[src/fsc_pkg.sv]
// ----------------------------------------------------------------------------
// fsc_pkg: shared types and constants of the fan speed thermostat controller
// Event codes, register indexes, the kept fan state and the result beat.
// ----------------------------------------------------------------------------
`default_nettype none

package fsc_pkg;

   localparam int KNOB_STEP    = 3;
   localparam int FULL_PERCENT = 100;
   localparam int POS_W        = 32;
   localparam int TEMP_W       = 12;
   localparam int LEVEL_W      = 8;
   localparam int LED_W        = 7;
   localparam int SPEED_W      = 3;
   localparam int CSR_INDEX_W  = 1;

   typedef enum logic [2:0] {
      KIND_KNOB         = 3'd0,
      KIND_BUTTON       = 3'd1,
      KIND_TEMPERATURE  = 3'd2,
      KIND_REMOTE_POWER = 3'd3,
      KIND_REMOTE_SPEED = 3'd4,
      KIND_REMOTE_LIGHT = 3'd5
   } kind_type;

   typedef enum logic [1:0] {
      DIR_NONE = 2'd0,
      DIR_CW   = 2'd1,
      DIR_CCW  = 2'd2
   } dir_type;

   typedef enum logic [CSR_INDEX_W-1:0] {
      CSR_THERMO_ENABLE = 1'd0,
      CSR_THERMO_LEVEL  = 1'd1
   } csr_index_type;

   typedef struct packed {
      logic [2:0]              kind;
      logic signed [POS_W-1:0] knob_position;
      logic [1:0]              knob_direction;
      logic signed [TEMP_W-1:0] temperature;
      logic [2:0]              set_value;
   } item_type;

   typedef struct packed {
      logic                    power;
      logic [SPEED_W-1:0]      speed;
      logic                    light;
      logic signed [POS_W-1:0] last_knob;
   } fan_state_type;

   typedef struct packed {
      logic                    enable;
      logic signed [LEVEL_W-1:0] level;
   } thermo_cfg_type;

   typedef struct packed {
      logic               power_on;
      logic [SPEED_W-1:0] fan_speed;
      logic               light_on;
      logic               relay_cap_low_pin;
      logic               relay_cap_high_pin;
      logic               relay_direct_pin;
      logic               light_relay_pin;
      logic [LED_W-1:0]   led_red;
      logic [LED_W-1:0]   led_green;
      logic [LED_W-1:0]   led_blue;
      logic               report_power;
      logic               report_speed;
   } result_type;

endpackage

`default_nettype wire

[src/fsc_event_logic.sv]
// ----------------------------------------------------------------------------
// fsc_event_logic: next fan state and result beat for one event
// Pure combinational update of speed, power, light and knob position.
// ----------------------------------------------------------------------------
`default_nettype none

module fsc_event_logic #(
   parameter int MAX_SPEED = 5
) (
   input  fsc_pkg::item_type       item,
   input  fsc_pkg::fan_state_type  cur_state,
   input  fsc_pkg::thermo_cfg_type cfg,
   output fsc_pkg::fan_state_type  nxt_state,
   output fsc_pkg::result_type     result
);
   import fsc_pkg::*;

   localparam logic [SPEED_W-1:0] MAX_SPD = SPEED_W'(MAX_SPEED);

   // LED percent per speed step, worked out at elaboration
   localparam logic [LED_W-1:0] LED_LEVEL [8] = '{
      LED_W'(0 * FULL_PERCENT / MAX_SPEED), LED_W'(1 * FULL_PERCENT / MAX_SPEED),
      LED_W'(2 * FULL_PERCENT / MAX_SPEED), LED_W'(3 * FULL_PERCENT / MAX_SPEED),
      LED_W'(4 * FULL_PERCENT / MAX_SPEED), LED_W'(5 * FULL_PERCENT / MAX_SPEED),
      LED_W'(0), LED_W'(0)
   };

   logic signed [POS_W:0]    knob_diff;
   logic                     knob_moved;
   logic [SPEED_W-1:0]       knob_speed;
   logic signed [TEMP_W:0]   temp_ext;
   logic signed [TEMP_W:0]   on_at;
   logic signed [TEMP_W:0]   off_at;
   logic [SPEED_W-1:0]       remote_speed;
   logic [SPEED_W-1:0]       drive;
   logic                     rep_power;
   logic                     rep_speed;

   always_comb begin
      knob_diff  = {cur_state.last_knob[POS_W-1], cur_state.last_knob}
                 - {item.knob_position[POS_W-1], item.knob_position};
      knob_moved = (knob_diff >= (POS_W+1)'(KNOB_STEP))
                || (knob_diff <= -(POS_W+1)'(KNOB_STEP));

      knob_speed = cur_state.speed;
      if (item.knob_direction == DIR_CW && cur_state.speed < MAX_SPD) begin
         knob_speed = cur_state.speed + 3'd1;
      end else if (item.knob_direction == DIR_CCW && cur_state.speed != '0) begin
         knob_speed = cur_state.speed - 3'd1;
      end

      temp_ext = {item.temperature[TEMP_W-1], item.temperature};
      on_at    = {cfg.level[LEVEL_W-1], cfg.level, 4'b0000};
      off_at   = on_at - (TEMP_W+1)'(16);

      remote_speed = (item.set_value > MAX_SPD) ? MAX_SPD : item.set_value;

      nxt_state = cur_state;
      rep_power = 1'b0;
      rep_speed = 1'b0;

      unique case (item.kind)
         KIND_KNOB: begin
            if (knob_moved) begin
               nxt_state.last_knob = item.knob_position;
               nxt_state.speed     = knob_speed;
               if (knob_speed != cur_state.speed) begin
                  rep_speed = 1'b1;
                  if (cur_state.speed == '0 || (!cur_state.power && knob_speed != '0)) begin
                     nxt_state.power = 1'b1;
                     rep_power       = 1'b1;
                  end else if (knob_speed == '0) begin
                     nxt_state.power = 1'b0;
                     rep_power       = 1'b1;
                  end
               end
            end
         end
         KIND_BUTTON: begin
            nxt_state.light = !cur_state.light;
         end
         KIND_TEMPERATURE: begin
            if (cfg.enable) begin
               if (!cur_state.power) begin
                  if (temp_ext > on_at) begin
                     nxt_state.power = 1'b1;
                     rep_power       = 1'b1;
                  end
               end else if (temp_ext < off_at) begin
                  nxt_state.power = 1'b0;
                  rep_power       = 1'b1;
               end
            end
         end
         KIND_REMOTE_POWER: begin
            nxt_state.power = (item.set_value != '0);
         end
         KIND_REMOTE_SPEED: begin
            nxt_state.speed = remote_speed;
            if (remote_speed != '0 && !cur_state.power) begin
               nxt_state.power = 1'b1;
               rep_power       = 1'b1;
            end else if (remote_speed == '0 && cur_state.power) begin
               nxt_state.power = 1'b0;
               rep_power       = 1'b1;
            end
         end
         KIND_REMOTE_LIGHT: begin
            nxt_state.light = (item.set_value != '0);
         end
         default: begin
            nxt_state = cur_state;
         end
      endcase

      // outputs follow the state after the event
      drive = nxt_state.power ? nxt_state.speed : '0;

      result.power_on           = nxt_state.power;
      result.fan_speed          = nxt_state.speed;
      result.light_on           = nxt_state.light;
      result.relay_cap_low_pin  = !(drive == 3'd1 || drive == 3'd3);
      result.relay_cap_high_pin = !(drive == 3'd2 || drive == 3'd3);
      result.relay_direct_pin   = !(drive == 3'd4 || drive == 3'd5);
      result.light_relay_pin    = !nxt_state.light;
      result.led_red            = '0;
      result.led_green          = '0;
      result.led_blue           = '0;
      if (nxt_state.power && nxt_state.speed != '0) begin
         if (nxt_state.light) begin
            result.led_green = LED_LEVEL[nxt_state.speed];
         end else begin
            result.led_red = LED_LEVEL[nxt_state.speed];
         end
      end else if (nxt_state.light) begin
         result.led_blue = LED_W'(FULL_PERCENT);
      end
      result.report_power = rep_power;
      result.report_speed = rep_speed;
   end

endmodule

`default_nettype wire

[src/fan_speed_thermostat_controller_unit.sv]
// ----------------------------------------------------------------------------
// fan_speed_thermostat_controller_unit: ceiling fan controller top level
// Event input stage, state update, registered result beat and CSR port.
// ----------------------------------------------------------------------------
`default_nettype none

// Each request beat carries one event (knob move, button tap, temperature
// sample or a remote power, speed or light command) and yields exactly one
// response beat with the fan state after the event, the active-low relay
// pins, the status LED color and the two report flags. The block is a
// two-register pipeline: a request register captures the beat, then the
// state update and output decode run in one combinational pass into the
// response register. It takes one beat per cycle while req_stall is low; a
// response is offered once its beat has moved from the request register
// into the response register and is taken at an edge with rsp_stall low. The
// request register keeps taking beats while a finished response waits, and
// req_stall rises only when both registers hold beats and the response side
// stalls. Write the thermostat registers through the csr_ port while no
// beat is in flight; index 0 is the thermostat enable, index 1 the signed
// switch-on level in whole degrees. MAX_SPEED sets the top speed step (1..5).

module fan_speed_thermostat_controller_unit #(
   parameter int MAX_SPEED = 5
) (
   input  wire logic                                clock,
   input  wire logic                                reset,
   // request channel
   input  wire logic                                req_valid,
   output      logic                                req_stall,
   input  wire logic [2:0]                          req_kind,
   input  wire logic signed [fsc_pkg::POS_W-1:0]    req_knob_position,
   input  wire logic [1:0]                          req_knob_direction,
   input  wire logic signed [fsc_pkg::TEMP_W-1:0]   req_temperature,
   input  wire logic [2:0]                          req_set_value,
   // response channel
   output      logic                                rsp_valid,
   input  wire logic                                rsp_stall,
   output      logic                                rsp_power_on,
   output      logic [fsc_pkg::SPEED_W-1:0]         rsp_fan_speed,
   output      logic                                rsp_light_on,
   output      logic                                rsp_relay_cap_low_pin,
   output      logic                                rsp_relay_cap_high_pin,
   output      logic                                rsp_relay_direct_pin,
   output      logic                                rsp_light_relay_pin,
   output      logic [fsc_pkg::LED_W-1:0]           rsp_led_red,
   output      logic [fsc_pkg::LED_W-1:0]           rsp_led_green,
   output      logic [fsc_pkg::LED_W-1:0]           rsp_led_blue,
   output      logic                                rsp_report_power,
   output      logic                                rsp_report_speed,
   // configuration port
   input  wire logic                                csr_wr_en,
   input  wire logic [fsc_pkg::CSR_INDEX_W-1:0]     csr_index,
   input  wire logic [fsc_pkg::LEVEL_W-1:0]         csr_wr_data
);
   import fsc_pkg::*;

   localparam logic signed [LEVEL_W-1:0] LEVEL_RESET = 8'sd25;

   logic           req_vld_ff, req_vld_in;
   item_type       item_ff, item_in;
   logic           rsp_vld_ff, rsp_vld_in;
   result_type     result_ff, result_in;
   fan_state_type  state_ff, state_in;
   fan_state_type  nxt_state;
   thermo_cfg_type cfg_ff, cfg_in;
   logic           req_take;
   logic           rsp_take;
   logic           advance;

   // move the held request into the response register when it is free or
   // being emptied this cycle
   assign rsp_take  = rsp_vld_ff && !rsp_stall;
   assign advance   = req_vld_ff && (!rsp_vld_ff || !rsp_stall);
   assign req_stall = req_vld_ff && !advance;
   assign req_take  = req_valid && !req_stall;

   fsc_event_logic #(
      .MAX_SPEED (MAX_SPEED)
   ) u_event (
      .item      (item_ff),
      .cur_state (state_ff),
      .cfg       (cfg_ff),
      .nxt_state (nxt_state),
      .result    (result_in)
   );

   always_comb begin
      req_vld_in = req_vld_ff;
      if (req_take) begin
         req_vld_in = 1'b1;
      end else if (advance) begin
         req_vld_in = 1'b0;
      end

      item_in = item_ff;
      if (req_take) begin
         item_in.kind           = req_kind;
         item_in.knob_position  = req_knob_position;
         item_in.knob_direction = req_knob_direction;
         item_in.temperature    = req_temperature;
         item_in.set_value      = req_set_value;
      end

      rsp_vld_in = rsp_vld_ff;
      if (advance) begin
         rsp_vld_in = 1'b1;
      end else if (rsp_take) begin
         rsp_vld_in = 1'b0;
      end

      // commit the state only when the beat moves on, so each event sees
      // the state left by the one before it
      state_in = advance ? nxt_state : state_ff;

      cfg_in = cfg_ff;
      if (csr_wr_en) begin
         unique case (csr_index_type'(csr_index))
            CSR_THERMO_ENABLE: cfg_in.enable = csr_wr_data[0];
            CSR_THERMO_LEVEL:  cfg_in.level  = csr_wr_data;
            default:           cfg_in        = cfg_ff;
         endcase
      end
   end

   always_ff @(posedge clock) begin
      if (reset) begin
         req_vld_ff         <= 1'b0;
         rsp_vld_ff         <= 1'b0;
         state_ff.power     <= 1'b0;
         state_ff.speed     <= '0;
         state_ff.light     <= 1'b0;
         state_ff.last_knob <= '0;
         cfg_ff.enable      <= 1'b0;
         cfg_ff.level       <= LEVEL_RESET;
      end else begin
         req_vld_ff <= req_vld_in;
         rsp_vld_ff <= rsp_vld_in;
         state_ff   <= state_in;
         cfg_ff     <= cfg_in;
      end
   end

   // payload registers: hold unless a new beat lands
   always_ff @(posedge clock) begin
      item_ff <= item_in;
      if (advance) begin
         result_ff <= result_in;
      end
   end

   assign rsp_valid              = rsp_vld_ff;
   assign rsp_power_on           = result_ff.power_on;
   assign rsp_fan_speed          = result_ff.fan_speed;
   assign rsp_light_on           = result_ff.light_on;
   assign rsp_relay_cap_low_pin  = result_ff.relay_cap_low_pin;
   assign rsp_relay_cap_high_pin = result_ff.relay_cap_high_pin;
   assign rsp_relay_direct_pin   = result_ff.relay_direct_pin;
   assign rsp_light_relay_pin    = result_ff.light_relay_pin;
   assign rsp_led_red            = result_ff.led_red;
   assign rsp_led_green          = result_ff.led_green;
   assign rsp_led_blue           = result_ff.led_blue;
   assign rsp_report_power       = result_ff.report_power;
   assign rsp_report_speed       = result_ff.report_speed;

endmodule

`default_nettype wire

[config.mk]
export PLATFORM = sky130hd
export DESIGN_NAME = fan_speed_thermostat_controller_unit
export DESIGN_NICKNAME = d
export VERILOG_FILES = /design/src/fsc_pkg.sv /design/src/fsc_event_logic.sv /design/src/fan_speed_thermostat_controller_unit.sv
export SDC_FILE = /design/constraint.sdc
export NUM_CORES = 1
export LEC_CHECK = 0
export BUFFER_PORTS_ARGS = -buffer_cell sky130_fd_sc_hd__buf_4
export CORE_UTILIZATION = 45
export CTS_CLUSTER_DIAMETER = 60
export DETAILED_ROUTE_END_ITERATION = 12
export GPL_TIMING_DRIVEN = 0
export HOLD_SLACK_MARGIN = 0.1
export PLACE_DENSITY_LB_ADDON = 0.2
export SYNTH_ARGS = -nofsm -noshare
export SYNTH_HDL_FRONTEND = slang
export SYNTH_SLANG_ARGS = --single-unit
[constraint.sdc]
create_clock -name clock -period 6.5 [get_ports clock]
set_input_delay 0.65 -clock clock [delete_from_list [all_inputs] [get_ports clock]]
set_output_delay 0.65 -clock clock [all_outputs]
set_load 0.05 [all_outputs]
# After elaboration in Yosys (flattened, before gate mapping)
# Memory sizes are Yosys's and may differ from the RTL's.
# Cells that the tools add are included.
# W data, S select, Z words.
dict set report totals {
  register_bits 132
  mem_count 1
  mem_bits_ro 56
}
# memory depth word_bits read_ports rd_ports_with_merged_regs wr line_no
set memory_table {}
lappend memory_table {{(name not given)} 8 7 1 0 0 fsc_event_logic.sv:131} ;# result.led_green = LED_LEVEL[nxt_state.speed];
dict set report classes {
  bitwise 3
  reduce_logical 43
  eq_ne 13
  addsub 4
  n_lt_le_gt_ge 7
  n_mux 35
}
# op n
set op_table {}
lappend op_table {{$ge A33 B3 Y1 const B} 1}
lappend op_table {{$le A33 B3 Y1 const B} 1}
lappend op_table {{$sub A32 B32 Y33} 1}
lappend op_table {{$mux W1} 23}
lappend op_table {{$mux W7} 3}
lappend op_table {{$reduce_bool A3 Y1} 5}
lappend op_table {{$lt A12 B13 Y1} 1}
lappend op_table {{$sub A12 B6 Y13 const B} 1}
lappend op_table {{$eq A3 B2 Y1 const B} 4}
lappend op_table {{$eq A3 B3 Y1 const B} 4}
lappend op_table {{$gt A12 B12 Y1} 1}
lappend op_table {{$logic_not A3 Y1} 4}
lappend op_table {{$mux W3} 4}
lappend op_table {{$logic_and A1 B1 Y1} 10}
lappend op_table {{$logic_not A1 Y1} 10}
lappend op_table {{$reduce_and A2 Y1} 4}
lappend op_table {{$eq A3 B1 Y1 const B} 2}
lappend op_table {{$logic_or A1 B1 Y1} 6}
lappend op_table {{$pmux W3 S2} 1}
lappend op_table {{$ge A4 B4 Y1 const B} 1}
lappend op_table {{$mux W4} 1}
lappend op_table {{$not A3 Y4} 1}
lappend op_table {{$pmux W1 S4} 1}
lappend op_table {{$reduce_bool A2 Y1} 2}
lappend op_table {{other kinds (12)} 13}

# Longest topological paths before layout
dict set report logic_depth {
  ltp_word 15
  depth_mapped 16
  mapped_depth_nobuf 16
}

# By module
# From an unflattened synthesis, not the netlist that was laid out.
dict set report hier_totals {
  hier_cells 932
  area_unflattened_um2 8560.7
}
# mod area_per_inst_um2 instances cells_each seq_area_each_um2
set modules_own_cells {}
lappend modules_own_cells {fan_speed_thermostat_controller_unit 4295.4 1 294 3483.3}
lappend modules_own_cells {fsc_event_logic 4265.3 1 638 0.0}

# Worst setup path before layout
# Ideal clock, no wire load.
dict set report synth_path {
  path_type {reg2reg}
  startpoint {register item_ff[17] (netlist name)}
  endpoint {register result_ff (netlist bit rsp_relay_cap_high_pin), data pin}
  setup_ps 262
  path_stages_with_launch 15
  path_buffers 1
  setup_slack_ps 2259
  arrival_ps 3979
  path_cell_list {edfxtp_1 -> ha_1 -> fa_1 -> xor2_1 -> a2111oi_0 -> nand3_1 -> a2111oi_0 -> nand4_1 -> or4_4 -> nor4_4 -> a21oi_2 -> mux2_4 -> buf_6 -> nand2b_4 -> or2_2}
}
# element line_no
set synth_rtl {}
lappend synth_rtl {{from (decl)} fan_speed_thermostat_controller_unit.sv:60} ;# item_type item_ff, item_in;
lappend synth_rtl {{from (signal assigned)} fan_speed_thermostat_controller_unit.sv:145} ;# item_ff <= item_in;
lappend synth_rtl {{to (signal assigned)} fan_speed_thermostat_controller_unit.sv:147} ;# result_ff <= result_in;
lappend synth_rtl {{to (decl)} fan_speed_thermostat_controller_unit.sv:62} ;# result_type result_ff, result_in;

==> impl_results.md <==
- Most prevalent standard cell on the critical path: sky130_fd_sc_hd__a21oi_1
- Worst Hold Endpoint: item_ff[48]
- EDFF count, synth: 74
- Port-buffer cells: 90
- Gate count of the mapped netlist: approximately 880
- Setup clock skew after layout: 0.008984 ns
- Main synth FF type: sky130_fd_sc_hd__edfxtp_1
- CTS clk-pin slew, worst paths: 0.06 ns
- Max clock buf depth: 2
- Total of flip-flops plus latches after synthesis: 122
- Worst path required time: around 6.6 ns
- Final instance area: 9634 um2
- Maximum number of pins on one net before global-route repair: 35
- Post-route DRC: 0
- RSZ-0062 raised after global routing: false
- Initial cell density of the core: 46.46%
- Initial DRT Pass Iterations: 5
- Cell area power density: 210.9 nW/um2
- Sequential-to-total area share from yosys stat: 39.34%
- Worst-case register-to-register setup slack: 1.16 ns
- Core ar.: 17420 um2
- Via count of the first global-routing pass: 6252
- Die Y-Extent: 136.1 um
- Most frequent standard cell in the layout excluding fill and tap cells: sky130_fd_sc_hd__buf_4
- Cell area after synthesis: 8092 um2
- PnR Total Power: 0.002032 W
- Peak supply drop: roughly 0.16 mV
- Total I/O pin count: 100
- Total number of H-tree levels: 4
- HP Class: in -> reg
- Final nets: between 1000 and 1500
- Die W: 136.1 um
- Count of endpoints failing setup in the final report: 0
- Tcrit/Tclk final: 82.22%
- Number of setup buffers added after CTS: 0
- Share of synthesized flip-flops with an asynchronous set or reset: 0%
- Start-to-end type of the worst setup path: reg -> reg
- Critical path's largest stage delay: ~0.85 ns
- Static Leakage: 4.121 nW
- Maximum fanout encountered on the critical timing path: 5
- Minimum clock period: 5.344 ns
- Gpl congestion: 0.8730
- Worst Slack Setup Final: 1.156 ns
- Post-DRT Antenna Nets: 0
- Total Die Area: 18520 um2
- Diodes inserted: 0
- Fillers: 1648
- Data arrival, critical path: 5.49 ns
- Sink Count: 122
- Number of warnings issued by yosys: 0
- Worst Tran Pin Value: around 0.94 ns
- Average cell area after synthesis: 9.205 um2
- Number of cells traversed by the worst hold path: 1
- Via count: 6839
- Total GRT Usage: 20.50%
- Finished Core Util: 55.32%
- Site row count: 48
- Beginning of the worst hold path: req_knob_position[31]
- Clock root cell: sky130_fd_sc_hd__clkbuf_16
- Max Transition Viols Final: 0
- Source of the worst register-to-register timing path: item_ff[17]
- Synth-to-layout area growth: 19.07%
- Fraction of final layout cells with drive strength greater than 1: 17.54%
- Final setup TNS: 0 ns
- First-pass GRT wire length: about 30000 um
- TritonCTS clock tree: done
- Final Hold Viols: 0
- Detailed-route vias per instance: 5.542
- Wire length after detailed routing: 18130 um
- Terminus of the critical flop-to-flop path: rsp_led_red[5]
- Initial antenna violation count: 0
- Critical path startpoint category: flop
- Number of DRC markers after the initial detailed-route iteration: about 460
- Cell area after placement: 9104 um2
- Max cap viols: 0
- Worst max-slew margin expressed relative to the limit: 36.91%
- Hold-fix buffer count after cts: 0
- Total congestion overflow: 0
- HPWL after DPL: 13820 um
- Slowest stage cell on the critical path: sky130_fd_sc_hd__a2111oi_1
- Total of cells resized after clock tree synthesis: 0
- Setup slack at placement: around 1.2 ns
- Achievable Freq: 187.1 MHz
- Clock insertion delay at the later pin of the skew report: 0.42 ns
- Unique masters post-synth: 90
- Routed wirelength normalized by instance count: around 15 um
- Most frequent cells in the layout: sky130_fd_sc_hd__buf_4, sky130_fd_sc_hd__nor2_1, sky130_fd_sc_hd__edfxtp_1
- Status: finished clean
- Worst Setup End Kind: flop
- Crit-path cells: ha_1 > fa_1 > nand2b_1 > a21oi_1 > nor2_1 > a2111oi_1 > and3_1 > nand4_1 > or4_4 > nor4_4 > a21oi_2 > o311ai_1 > inv_1 > o311ai_2 > a21oi_1
- Clock buffer count from CTS: 17
- Depth of the most critical reg-to-reg path: 15
[routing by layer]
metal	vias up	global-route usage, %	wire length [um]
met4	0	7.037	234
met2	183	34.01	8402
met5	-	0	0
met3	21	4.549	1020
li1	3491	-	-
met1	3144	26.15	8474
[layout make-up]
| cell class | instances | area [um2] | area share (%) |
|---|---|---|---|
| multi-input combinational | 662 | 4488 | 46.58 |
| sequential | 122 | 3183 | 33.04 |
| timing repair buffer | 91 | 695.7 | 7.221 |
| clock buffer | 17 | 425.4 | 4.416 |
| tap | 225 | 281.5 | 2.922 |
| buffer | 43 | 234.0 | 2.429 |
| inverter | 59 | 221.5 | 2.299 |
| clock inverter | 15 | 105.1 | 1.091 |
[metrics by stage]
stage,hold WS [ns],instances
finish,0.4005,1234
detailed placement,0.4536,1202
floorplan,0.4363,886
CTS,0.3863,1234
global placement,0.4466,1201
global route,0.3850,1234
[kinds of logic (layout without fill, tap and decap cells)]
logic type               count (synthesis)  in the layout  synth area share [%]
AO/OA/AOI/OAI                          217            217                 18.36
AND/OR/NAND/NOR                        321            321                 20.57
other                                    1              8               0.04634
XOR/XNOR                                18             18                 1.948
adder cells (fa/ha/maj)                 56             56                 8.752
buffers and inverters                  102            225                 5.613
multiplexers                            42             42                 5.381
flip-flops                             122            122                 39.34
[how the worst max path moves through the flow]
stage	startpoint	end	cells after the start
floorplan	item_ff[17]	rsp_relay_cap_high_pin	14
global placement	item_ff[17]	rsp_led_red[2]	15
detailed placement	item_ff[17]	rsp_led_red[5]	15
CTS	item_ff[17]	rsp_led_green[4]	15
global route	item_ff[17]	rsp_led_red[5]	15
finish	item_ff[17]	rsp_led_red[5]	15
[synth_stat cells (all sizes together) (4+ instances only)]
cell	n	share of area, %
a2111oi	8	1.0
a211o	7	0.76
a211oi	14	1.4
a21o	10	0.93
a21oi	69	4.4
and2	10	0.80
and3	9	0.76
and4	5	0.54
buf	25	2.0
clkbuf	18	0.87
dfxtp	48	12
edfxtp	74	27
ha	55	8.5
inv	59	2.7
mux2i	39	4.9
nand2	67	3.1
nand2b	7	0.63
nand3	23	1.4
nand3b	5	0.46
nand4	25	1.9
nor2	92	4.3
nor2b	12	0.93
nor3	15	1.1
nor4	11	1.0
o2111ai	6	0.65
o211ai	8	0.74
o21a	13	1.2
o21ai	34	2.1
o21bai	5	0.46
o22ai	5	0.39
o311ai	4	0.62
or2	5	0.39
or3	19	1.5
or4	5	0.51
xnor2	14	1.5
xor2	4	0.43
[state kept, by name, indices dropped and copies added (netlist names), 3 cells and up]
name and flops:
cfg_ff 9, item_ff 52, rsp_fan_speed 3, rsp_led_green 5, rsp_led_red 5, state_ff 37
[worst max-delay path, delay by kind of cell, from the launching register on]
kind	cells	cell delay, ns
fa+ha+maj	2	0.66
compound gates	6	2.23
simple gates	6	1.49
flops	1	0.40
buf+inv	1	0.27
[power by group]
part / leakage [nW] / internal (W) / switching (W) / total, W
clock network: 0.238 / 0.000483 / 0.000352 / 0.000835
registers: 1.10 / 0.000857 / 0.0000176 / 0.000875
logic: 2.78 / 0.000128 / 0.000194 / 0.000322
(Power assumes the default switching activity.)
